`src/rtl/lhp_pkg.sv`:
```
// Shared types, constants and helper functions for the latency histogram block.
// Used by lhp_div, lhp_ctrl, lhp_dp and latency_histogram_percentile.
package lhp_pkg;

   localparam int NUM_BUCKETS    = 64;
   localparam int COUNTER_BITS   = 32;
   localparam int BUCKET_BITS    = (NUM_BUCKETS > 2) ? $clog2(NUM_BUCKETS) : 1;
   localparam int STEP_BITS      = (BUCKET_BITS > 1) ? $clog2(BUCKET_BITS) : 1;

   localparam int LAT_BITS       = 20;
   localparam int IDX_BITS       = 6;
   localparam int PERMILLE_BITS  = 10;
   localparam int WIDTH_BITS     = 16;
   localparam int PVAL_BITS      = 23;
   localparam int OUT_BITS       = 32;

   localparam int PERMILLE_SCALE = 1000;
   localparam int SCALE_BITS     = 10;
   localparam int PROD_BITS      = COUNTER_BITS + PERMILLE_BITS;
   localparam int SUM_BITS       = COUNTER_BITS + BUCKET_BITS + SCALE_BITS;
   localparam int EDGE_BITS      = BUCKET_BITS + 1 + WIDTH_BITS;
   localparam int CMP_BITS       = LAT_BITS + WIDTH_BITS + BUCKET_BITS;

   localparam int REQ_DATA_BITS  = 40;
   localparam int MODE_BITS      = 2;
   localparam int RSP_DATA_BITS  = 88;
   localparam int RSP_USED_BITS  = PVAL_BITS + 2 * OUT_BITS;

   localparam int CSR_INDEX_BITS = 1;
   localparam int CSR_DATA_BITS  = 23;

   localparam logic [CSR_INDEX_BITS-1:0] CSR_BUCKET_WIDTH   = 1'b0;
   localparam logic [CSR_INDEX_BITS-1:0] CSR_OVERFLOW_VALUE = 1'b1;

   localparam logic [WIDTH_BITS-1:0] WIDTH_RESET    = 16'd1;
   localparam logic [PVAL_BITS-1:0]  OVERFLOW_RESET = 23'd4194304;
   localparam logic [PVAL_BITS-1:0]  PVAL_MAX       = '1;
   localparam logic [OUT_BITS-1:0]   OUT_MAX        = '1;

   typedef enum logic [MODE_BITS-1:0] {
      MODE_RECORD = 2'd0,
      MODE_QUERY  = 2'd1,
      MODE_READ   = 2'd2,
      MODE_CLEAR  = 2'd3
   } mode_type;

   typedef struct packed {
      logic load;
      logic div_start;
      logic rec_rd;
      logic rec_wr;
      logic q_init;
      logic walk_rd;
      logic scale;
      logic acc;
      logic walk_inc;
      logic edge_ld;
      logic ovf_ld;
      logic idx_rd;
      logic bval_ld;
      logic clear;
      logic out_load;
   } dp_cmd_type;

   typedef struct packed {
      logic div_busy;
      logic total_zero;
      logic hit;
      logic walk_last;
   } dp_status_type;

   function automatic logic [OUT_BITS-1:0] sat_out(input logic [COUNTER_BITS-1:0] v);
      logic [63:0] w;
      w = 64'(v);
      return (w > 64'(OUT_MAX)) ? OUT_MAX : OUT_BITS'(w);
   endfunction

endpackage

```
`src/rtl/lhp_div.sv`:
```
// Restoring divider for the bucket index: latency / width, clamped to the last bucket.
// One quotient bit per cycle; depends on lhp_pkg.
module lhp_div (
   input  logic                             clock,
   input  logic                             reset,
   input  logic                             start,
   input  logic [lhp_pkg::LAT_BITS-1:0]     dividend,
   input  logic [lhp_pkg::WIDTH_BITS-1:0]   divisor,
   output logic                             busy,
   output logic [lhp_pkg::BUCKET_BITS-1:0]  quotient
);

   localparam logic [lhp_pkg::BUCKET_BITS-1:0] LAST = lhp_pkg::BUCKET_BITS'(lhp_pkg::NUM_BUCKETS - 1);

   logic                              busy_ff, busy_in;
   logic [lhp_pkg::LAT_BITS-1:0]      rem_ff, rem_in;
   logic [lhp_pkg::BUCKET_BITS-1:0]   q_ff, q_in;
   logic [lhp_pkg::STEP_BITS-1:0]     step_ff, step_in;
   logic [lhp_pkg::CMP_BITS-1:0]      limit;
   logic [lhp_pkg::CMP_BITS-1:0]      trial;
   logic                              fits;

   assign limit = lhp_pkg::CMP_BITS'(divisor) << lhp_pkg::BUCKET_BITS;
   assign trial = lhp_pkg::CMP_BITS'(divisor) << step_ff;
   assign fits  = lhp_pkg::CMP_BITS'(rem_ff) >= trial;

   always_comb begin
      busy_in = busy_ff;
      rem_in  = rem_ff;
      q_in    = q_ff;
      step_in = step_ff;
      if (start) begin
         if (lhp_pkg::CMP_BITS'(dividend) >= limit) begin
            q_in    = '1;
            busy_in = 1'b0;
         end else begin
            rem_in  = dividend;
            q_in    = '0;
            step_in = lhp_pkg::STEP_BITS'(lhp_pkg::BUCKET_BITS - 1);
            busy_in = 1'b1;
         end
      end else if (busy_ff) begin
         if (fits) begin
            rem_in = rem_ff - lhp_pkg::LAT_BITS'(trial);
            q_in   = q_ff | (lhp_pkg::BUCKET_BITS'(1) << step_ff);
         end
         if (step_ff == '0) begin
            busy_in = 1'b0;
         end else begin
            step_in = step_ff - lhp_pkg::STEP_BITS'(1);
         end
      end
   end

   always_ff @(posedge clock) begin
      if (reset) begin
         busy_ff <= 1'b0;
      end else begin
         busy_ff <= busy_in;
      end
   end

   always_ff @(posedge clock) begin
      rem_ff  <= rem_in;
      q_ff    <= q_in;
      step_ff <= step_in;
   end

   assign busy     = busy_ff;
   assign quotient = (q_ff > LAST) ? LAST : q_ff;

endmodule

```
`src/rtl/lhp_ctrl.sv`:
```
// Controller state machine for the latency histogram block.
// Sequences the datapath by commands and owns the result valid flag; depends on lhp_pkg.
module lhp_ctrl (
   input  logic                          clock,
   input  logic                          reset,
   input  logic                          req_tvalid,
   output logic                          req_tready,
   input  logic [lhp_pkg::MODE_BITS-1:0] req_mode,
   output logic                          rsp_tvalid,
   input  logic                          rsp_tready,
   input  lhp_pkg::dp_status_type        status,
   output lhp_pkg::dp_cmd_type           cmd
);

   typedef enum logic [14:0] {
      S_IDLE      = 15'b000000000000001,
      S_REC_START = 15'b000000000000010,
      S_REC_DIV   = 15'b000000000000100,
      S_REC_RD    = 15'b000000000001000,
      S_REC_WR    = 15'b000000000010000,
      S_Q_MUL     = 15'b000000000100000,
      S_Q_RD      = 15'b000000001000000,
      S_Q_SCALE   = 15'b000000010000000,
      S_Q_ACC     = 15'b000000100000000,
      S_Q_EDGE    = 15'b000001000000000,
      S_Q_OVF     = 15'b000010000000000,
      S_B_RD      = 15'b000100000000000,
      S_B_LD      = 15'b001000000000000,
      S_CLR       = 15'b010000000000000,
      S_FIN       = 15'b100000000000000
   } state_type;

   state_type state_ff, state_in;
   logic      rsp_valid_ff, rsp_valid_in;
   logic      accept;

   assign req_tready = (state_ff == S_IDLE);
   assign accept     = req_tvalid && req_tready;

   always_comb begin
      state_in     = state_ff;
      rsp_valid_in = rsp_valid_ff && !rsp_tready;
      cmd          = '0;
      case (state_ff)
         S_IDLE: begin
            if (accept) begin
               cmd.load = 1'b1;
               case (lhp_pkg::mode_type'(req_mode))
                  lhp_pkg::MODE_RECORD: state_in = S_REC_START;
                  lhp_pkg::MODE_QUERY:  state_in = S_Q_MUL;
                  lhp_pkg::MODE_READ:   state_in = S_B_RD;
                  lhp_pkg::MODE_CLEAR:  state_in = S_CLR;
                  default:              state_in = S_CLR;
               endcase
            end
         end
         S_REC_START: begin
            cmd.div_start = 1'b1;
            state_in      = S_REC_DIV;
         end
         S_REC_DIV: begin
            if (!status.div_busy) begin
               state_in = S_REC_RD;
            end
         end
         S_REC_RD: begin
            cmd.rec_rd = 1'b1;
            state_in   = S_REC_WR;
         end
         S_REC_WR: begin
            cmd.rec_wr = 1'b1;
            state_in   = S_FIN;
         end
         S_Q_MUL: begin
            cmd.q_init = 1'b1;
            state_in   = status.total_zero ? S_FIN : S_Q_RD;
         end
         S_Q_RD: begin
            cmd.walk_rd = 1'b1;
            state_in    = S_Q_SCALE;
         end
         S_Q_SCALE: begin
            cmd.scale = 1'b1;
            state_in  = S_Q_ACC;
         end
         S_Q_ACC: begin
            cmd.acc = 1'b1;
            if (status.hit) begin
               state_in = S_Q_EDGE;
            end else if (status.walk_last) begin
               state_in = S_Q_OVF;
            end else begin
               cmd.walk_inc = 1'b1;
               state_in     = S_Q_RD;
            end
         end
         S_Q_EDGE: begin
            cmd.edge_ld = 1'b1;
            state_in    = S_FIN;
         end
         S_Q_OVF: begin
            cmd.ovf_ld = 1'b1;
            state_in   = S_FIN;
         end
         S_B_RD: begin
            cmd.idx_rd = 1'b1;
            state_in   = S_B_LD;
         end
         S_B_LD: begin
            cmd.bval_ld = 1'b1;
            state_in    = S_FIN;
         end
         S_CLR: begin
            cmd.clear = 1'b1;
            state_in  = S_FIN;
         end
         S_FIN: begin
            if (!rsp_valid_ff || rsp_tready) begin
               cmd.out_load = 1'b1;
               rsp_valid_in = 1'b1;
               state_in     = S_IDLE;
            end
         end
         default: begin
            state_in = S_IDLE;
         end
      endcase
   end

   always_ff @(posedge clock) begin
      if (reset) begin
         state_ff     <= S_IDLE;
         rsp_valid_ff <= 1'b0;
      end else begin
         state_ff     <= state_in;
         rsp_valid_ff <= rsp_valid_in;
      end
   end

   assign rsp_tvalid = rsp_valid_ff;

endmodule

```
`src/rtl/lhp_dp.sv`:
```
// Datapath for the latency histogram block: counter memory, total, query walk and result register.
// Depends on lhp_pkg and lhp_div.
module lhp_dp (
   input  logic                                clock,
   input  logic                                reset,
   input  lhp_pkg::dp_cmd_type                 cmd,
   output lhp_pkg::dp_status_type              status,
   input  logic [lhp_pkg::REQ_DATA_BITS-1:0]   req_tdata,
   input  logic                                csr_wr_en,
   input  logic [lhp_pkg::CSR_INDEX_BITS-1:0]  csr_index,
   input  logic [lhp_pkg::CSR_DATA_BITS-1:0]   csr_wdata,
   output logic [lhp_pkg::RSP_DATA_BITS-1:0]   rsp_tdata
);

   localparam int LB = lhp_pkg::LAT_BITS;
   localparam int IB = lhp_pkg::IDX_BITS;
   localparam int PB = lhp_pkg::PERMILLE_BITS;
   localparam int BB = lhp_pkg::BUCKET_BITS;
   localparam int CB = lhp_pkg::COUNTER_BITS;
   localparam int SB = lhp_pkg::SUM_BITS;
   localparam int EB = lhp_pkg::EDGE_BITS;

   logic [lhp_pkg::WIDTH_BITS-1:0]     width_ff, width_in;
   logic [lhp_pkg::PVAL_BITS-1:0]      ovf_ff, ovf_in;
   logic [LB-1:0]                      lat_ff, lat_in;
   logic [IB-1:0]                      idx_ff, idx_in;
   logic [PB-1:0]                      pm_ff, pm_in;
   logic [CB-1:0]                      total_ff, total_in;
   logic [BB-1:0]                      walk_ff, walk_in;
   logic [BB-1:0]                      addr_ff, addr_in;
   logic [lhp_pkg::PROD_BITS-1:0]      prod_ff, prod_in;
   logic [SB-1:0]                      scaled_ff, scaled_in;
   logic [SB-1:0]                      acc_ff, acc_in;
   logic                               oob_ff, oob_in;
   logic [lhp_pkg::PVAL_BITS-1:0]      pval_ff, pval_in;
   logic [lhp_pkg::OUT_BITS-1:0]       bval_ff, bval_in;
   logic [lhp_pkg::RSP_DATA_BITS-1:0]  rsp_data_ff, rsp_data_in;
   logic [lhp_pkg::NUM_BUCKETS-1:0]    valid_ff, valid_in;
   logic [CB-1:0]                      rdata_ff;
   logic                               rvalid_ff;
   logic [CB-1:0]                      count_mem_ff [lhp_pkg::NUM_BUCKETS];

   logic [lhp_pkg::WIDTH_BITS-1:0]     eff_w;
   logic                               div_busy;
   logic [BB-1:0]                      quot;
   logic [BB-1:0]                      raddr;
   logic                               mem_re;
   logic [CB-1:0]                      cnt;
   logic [CB-1:0]                      cnt_inc;
   logic [CB-1:0]                      total_inc;
   logic [SB-1:0]                      acc_sum;
   logic [EB-1:0]                      edge_val;

   assign eff_w = (width_ff == '0) ? lhp_pkg::WIDTH_BITS'(1) : width_ff;

   lhp_div u_div (
      .clock    (clock),
      .reset    (reset),
      .start    (cmd.div_start),
      .dividend (lat_ff),
      .divisor  (eff_w),
      .busy     (div_busy),
      .quotient (quot)
   );

   always_comb begin
      if (cmd.rec_rd) begin
         raddr = quot;
      end else if (cmd.walk_rd) begin
         raddr = walk_ff;
      end else begin
         raddr = BB'(idx_ff);
      end
   end

   assign mem_re    = cmd.rec_rd || cmd.walk_rd || cmd.idx_rd;
   assign cnt       = rvalid_ff ? rdata_ff : '0;
   assign cnt_inc   = (cnt == '1) ? cnt : cnt + CB'(1);
   assign total_inc = (total_ff == '1) ? total_ff : total_ff + CB'(1);
   assign acc_sum   = acc_ff + scaled_ff;
   assign edge_val  = (EB'(walk_ff) + EB'(1)) * EB'(eff_w);

   always_comb begin
      width_in = width_ff;
      ovf_in   = ovf_ff;
      if (csr_wr_en && csr_index == lhp_pkg::CSR_BUCKET_WIDTH) begin
         width_in = lhp_pkg::WIDTH_BITS'(csr_wdata);
      end
      if (csr_wr_en && csr_index == lhp_pkg::CSR_OVERFLOW_VALUE) begin
         ovf_in = csr_wdata;
      end
   end

   always_comb begin
      lat_in      = cmd.load ? req_tdata[LB-1:0] : lat_ff;
      idx_in      = cmd.load ? req_tdata[LB +: IB] : idx_ff;
      pm_in       = cmd.load ? req_tdata[LB+IB +: PB] : pm_ff;
      addr_in     = cmd.rec_rd ? quot : addr_ff;
      prod_in     = cmd.q_init ? lhp_pkg::PROD_BITS'(total_ff) * lhp_pkg::PROD_BITS'(pm_ff)
                               : prod_ff;
      scaled_in   = cmd.scale ? SB'(cnt) * SB'(lhp_pkg::PERMILLE_SCALE) : scaled_ff;
      oob_in      = cmd.idx_rd ? !(32'(idx_ff) < lhp_pkg::NUM_BUCKETS) : oob_ff;

      total_in = total_ff;
      if (cmd.clear) begin
         total_in = '0;
      end else if (cmd.rec_wr) begin
         total_in = total_inc;
      end

      walk_in = walk_ff;
      acc_in  = acc_ff;
      if (cmd.q_init) begin
         walk_in = '0;
         acc_in  = '0;
      end else begin
         if (cmd.acc) begin
            acc_in = acc_sum;
         end
         if (cmd.walk_inc) begin
            walk_in = walk_ff + BB'(1);
         end
      end

      pval_in = pval_ff;
      if (cmd.load) begin
         pval_in = '0;
      end else if (cmd.edge_ld) begin
         pval_in = (64'(edge_val) > 64'(lhp_pkg::PVAL_MAX)) ? lhp_pkg::PVAL_MAX
                                                           : lhp_pkg::PVAL_BITS'(edge_val);
      end else if (cmd.ovf_ld) begin
         pval_in = ovf_ff;
      end

      bval_in = bval_ff;
      if (cmd.load) begin
         bval_in = '0;
      end else if (cmd.bval_ld) begin
         bval_in = oob_ff ? '0 : lhp_pkg::sat_out(cnt);
      end

      rsp_data_in = rsp_data_ff;
      if (cmd.out_load) begin
         rsp_data_in = lhp_pkg::RSP_DATA_BITS'({lhp_pkg::sat_out(total_ff), bval_ff, pval_ff});
      end

      valid_in = valid_ff;
      if (cmd.clear) begin
         valid_in = '0;
      end else if (cmd.rec_wr) begin
         valid_in[addr_ff] = 1'b1;
      end
   end

   always_ff @(posedge clock) begin
      if (reset) begin
         width_ff <= lhp_pkg::WIDTH_RESET;
         ovf_ff   <= lhp_pkg::OVERFLOW_RESET;
         total_ff <= '0;
         valid_ff <= '0;
      end else begin
         width_ff <= width_in;
         ovf_ff   <= ovf_in;
         total_ff <= total_in;
         valid_ff <= valid_in;
      end
   end

   always_ff @(posedge clock) begin
      lat_ff      <= lat_in;
      idx_ff      <= idx_in;
      pm_ff       <= pm_in;
      addr_ff     <= addr_in;
      prod_ff     <= prod_in;
      scaled_ff   <= scaled_in;
      acc_ff      <= acc_in;
      walk_ff     <= walk_in;
      oob_ff      <= oob_in;
      pval_ff     <= pval_in;
      bval_ff     <= bval_in;
      rsp_data_ff <= rsp_data_in;
   end

   always_ff @(posedge clock) begin
      if (cmd.rec_wr) begin
         count_mem_ff[addr_ff] <= cnt_inc;
      end
      if (mem_re) begin
         rdata_ff  <= count_mem_ff[raddr];
         rvalid_ff <= valid_ff[raddr];
      end
   end

   assign status.div_busy   = div_busy;
   assign status.total_zero = (total_ff == '0);
   assign status.hit        = (acc_sum >= SB'(prod_ff));
   assign status.walk_last  = (walk_ff == BB'(lhp_pkg::NUM_BUCKETS - 1));

   assign rsp_tdata = rsp_data_ff;

endmodule

```
`src/rtl/latency_histogram_percentile.sv`:
```
// Latency histogram with percentile query, one item at a time. Accept to rsp_tvalid: a
// record runs the bit-serial divider, which it skips when the quotient clamps to the last
// bucket; a query ends without a walk when empty, else walks the buckets in turn until the
// percentile is reached or the last bucket is passed. The next item can be taken in the
// cycle in which the result appears, even while it waits. Synchronous reset clears all
// counters at once through per-bucket valid flags. Depends on lhp_pkg, lhp_ctrl and lhp_dp.
module latency_histogram_percentile (
   input  logic                                clock,
   input  logic                                reset,
   input  logic                                req_tvalid,
   output logic                                req_tready,
   // latency [19:0], bucket_index [25:20], percentile_permille [35:26], zero pad
   input  logic [lhp_pkg::REQ_DATA_BITS-1:0]   req_tdata,
   // mode [1:0]
   input  logic [lhp_pkg::MODE_BITS-1:0]       req_tuser,
   output logic                                rsp_tvalid,
   input  logic                                rsp_tready,
   // percentile_value [22:0], bucket_value [54:23], total_samples [86:55], zero pad
   output logic [lhp_pkg::RSP_DATA_BITS-1:0]   rsp_tdata,
   input  logic                                csr_wr_en,
   input  logic [lhp_pkg::CSR_INDEX_BITS-1:0]  csr_index,
   input  logic [lhp_pkg::CSR_DATA_BITS-1:0]   csr_wdata
);

   lhp_pkg::dp_cmd_type    cmd;
   lhp_pkg::dp_status_type status;

   lhp_ctrl u_ctrl (
      .clock      (clock),
      .reset      (reset),
      .req_tvalid (req_tvalid),
      .req_tready (req_tready),
      .req_mode   (req_tuser),
      .rsp_tvalid (rsp_tvalid),
      .rsp_tready (rsp_tready),
      .status     (status),
      .cmd        (cmd)
   );

   lhp_dp u_dp (
      .clock     (clock),
      .reset     (reset),
      .cmd       (cmd),
      .status    (status),
      .req_tdata (req_tdata),
      .csr_wr_en (csr_wr_en),
      .csr_index (csr_index),
      .csr_wdata (csr_wdata),
      .rsp_tdata (rsp_tdata)
   );

endmodule
```
`config.mk`:
```
export PLATFORM = sky130hd
export DESIGN_NAME = latency_histogram_percentile
export DESIGN_NICKNAME = d
export VERILOG_FILES = /design/src/rtl/lhp_pkg.sv /design/src/rtl/lhp_div.sv /design/src/rtl/lhp_ctrl.sv /design/src/rtl/lhp_dp.sv /design/src/rtl/latency_histogram_percentile.sv
export SDC_FILE = /design/constraint.sdc
export NUM_CORES = 2
export LEC_CHECK = 0
export BUFFER_PORTS_ARGS = -buffer_cell sky130_fd_sc_hd__buf_2
export CORE_MARGIN = 4
export CORE_UTILIZATION = 45
export CTS_CLUSTER_DIAMETER = 120
export DETAILED_ROUTE_END_ITERATION = 10
export GPL_TIMING_DRIVEN = 0
export PLACE_DENSITY = 0.72
export SLEW_MARGIN = 15
export SYNTH_ARGS = -nofsm -noshare
export SYNTH_HDL_FRONTEND = slang
export SYNTH_SLANG_ARGS = --single-unit
export TNS_END_PERCENT = 10
```
`constraint.sdc`:
```
create_clock -name clock -period 6.7 [get_ports clock]
set_input_delay 0.67 -clock clock [delete_from_list [all_inputs] [get_ports clock]]
set_output_delay 0.67 -clock clock [all_outputs]
set_load 0.05 [all_outputs]
```
==> reports/qor.yml <==
status:
  outcome: "complete, but fails checks"
  violations: "negative setup slack"
grt:
  first_global_vias: 83280
  grt_first_pass_wirelength_um: 550000
  grt_overflow_total: 0
  grt_max_degree: 65
  grt_use_total: 0.265
  grt_antenna_before_repair: 27
sta:
  setup_viol: 1
  rsz0062_at_grt: "yes"
  finalHoldViolations: 0
  fin_skew_ns: 0.0808
  worst_pin_slew_ns: 1.28
  drv_slew: 0
  max_freq_mhz: 149
  timing.final.crit_share: 1.00
  layout_setup_ws_ns: -0.0292
  fin_crit_ns: 6.73
  slew-limit-headroom: 0.147
synth:
  syn-mean-instance-area_um2: 12.9
  synth-seq-cells: 2578
  synth_most_common_cell: "edfxtp_1"
  ys.flop_type: "edfxtp_1"
  synthDistinctLibCells: 86
  synthTopCellsByCount: "edfxtp_1, nand2_1, nand3_1"
  syn-num-nets: 10239
  netlist_top_cells_area: "edfxtp_1, fa_1, nand2_1"
  yosys.area.top_type_share: 0.573
  yosysTopAreaCell: "edfxtp_1"
  synthArstFlopShare: 0
  ys.warnings.count: 0
  syn_inst: 9418
  synth_edf_count: 2320
  seq_area_frac_synth: 0.616
  netlist_area_um2: 121000
setup_path:
  crit_family: "adder cells"
  max_stage_delay_ns: 0.54
  cp_common_cell: "fa_1"
  worstSetupPathType: "register to register"
  slowest_stage: "edfxtp_1"
  crit_chain: "clkbuf_8, buf_4, and2_1, fa_1, fa_1, fa_1, fa_1, fa_1, ha_1, a211oi_2, nor2_1, o311a_1, a221oi_4, o2111ai_2, nand2_2, o32ai_4, o41ai_4, nor3_1, or4b_1"
  crit_path_max_fanout: 8
  worstPathArrival_ns: 7.29
  critPathBufInv: 2
  end_kind: "register"
  startpoint_type: "register"
  crit_required_ns: 7.27
placement:
  dpl-instance-area_um2: 131000
  gp_congestion: 0.927
  port_buffers: 155
  place_hpwl_um: 268000
  dp_cells: 13338
clock_tree:
  worstSkewPairLatency_ns: 0.89
  clock_path_buffers: 4
  path_clk_slew_ns: 0.06
  cts_tree: "done"
  htree_levels: 5
  root_buffer: "clkbuf_16"
  cts_buffers: 281
  clock_sinks: 2578
floorplanning:
  dieArea_um2: 278000
  die_h_um: 528
  start_util: 0.453
  row_count: 190
  fp.dieW_um: 528
  ios: 161
  design.core.area_um2: 268000
final_layout:
  area_delta_synth_final_pct: 16.2
  drive_gt1_frac: 0.135
  seq_area_um2: 74800
  fin_area_um2: 141000
  multi_input_area_um2: 43700
  fin_cells: 13910
  fill_cells: 21503
  nets: 10951
  final_util: 0.526
route:
  vias: 83188
  drt_pre_antenna_iters: 8
  viasPerCell: 5.98
  drt-initial-drc-count: 11197
  detail_route.wl_per_cell_um: 27.0
  drtAntennaViolNets: 0
  drc: 0
  wl_um: 376000
pwr:
  power.leakage_nw: 52.5
  p_int_mw: 27.1
  swShare: 0.236
  p_per_area_nw_per_um2: 251
  switchingPower_mw: 8.37
  clockPowerShare: 0.432
  p_seq_frac: 0.491
  combPwrFrac: 0.077
  ir_worst_vdd_mv: 0.183
flow_run:
  drv_cap: 0
hold_path:
  hold_path_class: "input port to register"
[timing repair]
| action | CTS | global route |
|---|---|---|
| setup buffers | 23 | 9 |
| hold endpoints to repair | 36 | 0 |
| pin swaps | 13 | 20 |
| resized for setup | 96 | 77 |
| hold buffers | 36 | 0 |
| endpoints found under the setup margin | 25 | 27 |
[sequential cells by signal, summed over array words and instances, names as in the netlist, 10 cells and up]
signal	count
u_dp.count_mem_ff	2048
u_dp.rsp_tdata	87
u_dp.valid_ff	64
u_dp.acc_ff	45
u_dp.prod_ff	42
u_dp.scaled_ff	39
u_dp.bval_ff	32
u_dp.rdata_ff	32
u_dp.total_ff	32
u_dp.ovf_ff	23
u_dp.pval_ff	23
u_dp.lat_ff	20
u_dp.u_div.rem_ff	20
u_dp.width_ff	16
u_ctrl.state_ff	15
u_dp.pm_ff	10
[worst reg2reg max path: cells and delay by family (launching register included)]
| family | cells | cell delay (ns) |
|---|---|---|
| buffers and inverters | 2 | 0.38 |
| adder cells (fa/ha/maj) | 6 | 2.97 |
| AO/OA/AOI/OAI | 6 | 1.62 |
| flip-flops | 1 | 0.54 |
| AND/OR/NAND/NOR | 5 | 0.95 |
[power groups by stage]
stage	Sequential [mW]	Combinational (mW)	Clock (mW)
final	17.4	2.72	15.3
after global routing	17.4	2.84	16.1
after CTS	17.4	2.62	15.4
after detailed placement	17.8	2.54	0
after global placement	17.8	2.46	0
after floorplan	17.7	1.46	0
[routing by layer]
layer  track usage  vias up  share of wire
li1              -    35174              -
met1         0.340    41151           0.36
met2         0.413     5645           0.45
met3        0.0791     1198           0.13
met4         0.130       20          0.058
met5       0.00173        -        0.00045
[metrics by stage]
stage	hold slack, ns	TNS [ns]	power, mW	setup slack (ns)
6_report	0.0671	-0.0292	35.5	-0.0292
5_1_grt	0.0296	-0.355	36.3	-0.252
4_1_cts	0.00745	-0.322	35.4	-0.191
3_5_place_dp	0.419	-8.81	20.3	-1.04
3_3_place_gp	0.421	-6230.99	20.2	-2.54
2_1_floorplan	0.400	0	19.2	0.0502
[cells by family after synthesis]
logic type / after synthesis / synth area share
flip-flops: 2578 / 0.616
AO/OA/AOI/OAI: 865 / 0.0457
adder cells (fa/ha/maj): 750 / 0.104
other: 1 / 0.0000309
XOR/XNOR: 209 / 0.0151
AND/OR/NAND/NOR: 3657 / 0.136
buffers and inverters: 1054 / 0.0337
multiplexers: 304 / 0.0503
[cell type report]
cell class,count,share of cell area
clock buffers,369,0.0547
well taps,3552,0.0315
inverters,569,0.0152
flip-flops and latches,2578,0.530
diodes,14,0.000248
clock inverters,128,0.00889
repair buffers,436,0.0351
multi-input cells,5786,0.309
plain buffers,478,0.0152
[placed cells by master, fill, tap and decap left out, types with 38 or more instances in the layout]
master and instances:
clkbuf_1 339, a21oi_1 279, nand4_1 192, buf_6 101, fa_1 427, and3_1 62, inv_1 564, mux4_2 244
o21ai_0 106, ha_1 318, mux2i_1 58, and2_1 213, buf_12 51, xnor2_1 105, buf_1 57, clkbuf_16 293
buf_16 42, nand2b_1 38, a21o_1 76, nor2_4 67, nand2_1 1811, nand3_1 636, buf_4 42, a31oi_1 143
edfxtp_1 2320, buf_2 245, nor2_1 411, xor2_1 71, dfxtp_1 252
[final timing paths]
path | cells past startpoint | endpoint | slack, ns | start
hold reg to reg | 0 | u_dp.rsp_tdata[47]$_DFFE_PP_ | 0.43 | u_dp.bval_ff[24]$_SDFFE_PP0P_
setup / recovery | 19 | u_dp.prod_ff[40]$_DFFE_PP_ | -0.03 | u_dp.pm_ff[6]$_DFFE_PP_
hold / removal | 2 | u_ctrl.state_ff[5]$_SDFFE_PP0P_ | 0.07 | req_tuser[1]
setup reg to reg | 19 | u_dp.prod_ff[40]$_DFFE_PP_ | -0.03 | u_dp.pm_ff[6]$_DFFE_PP_
Note: power is estimated with default switching activity, not from simulation.
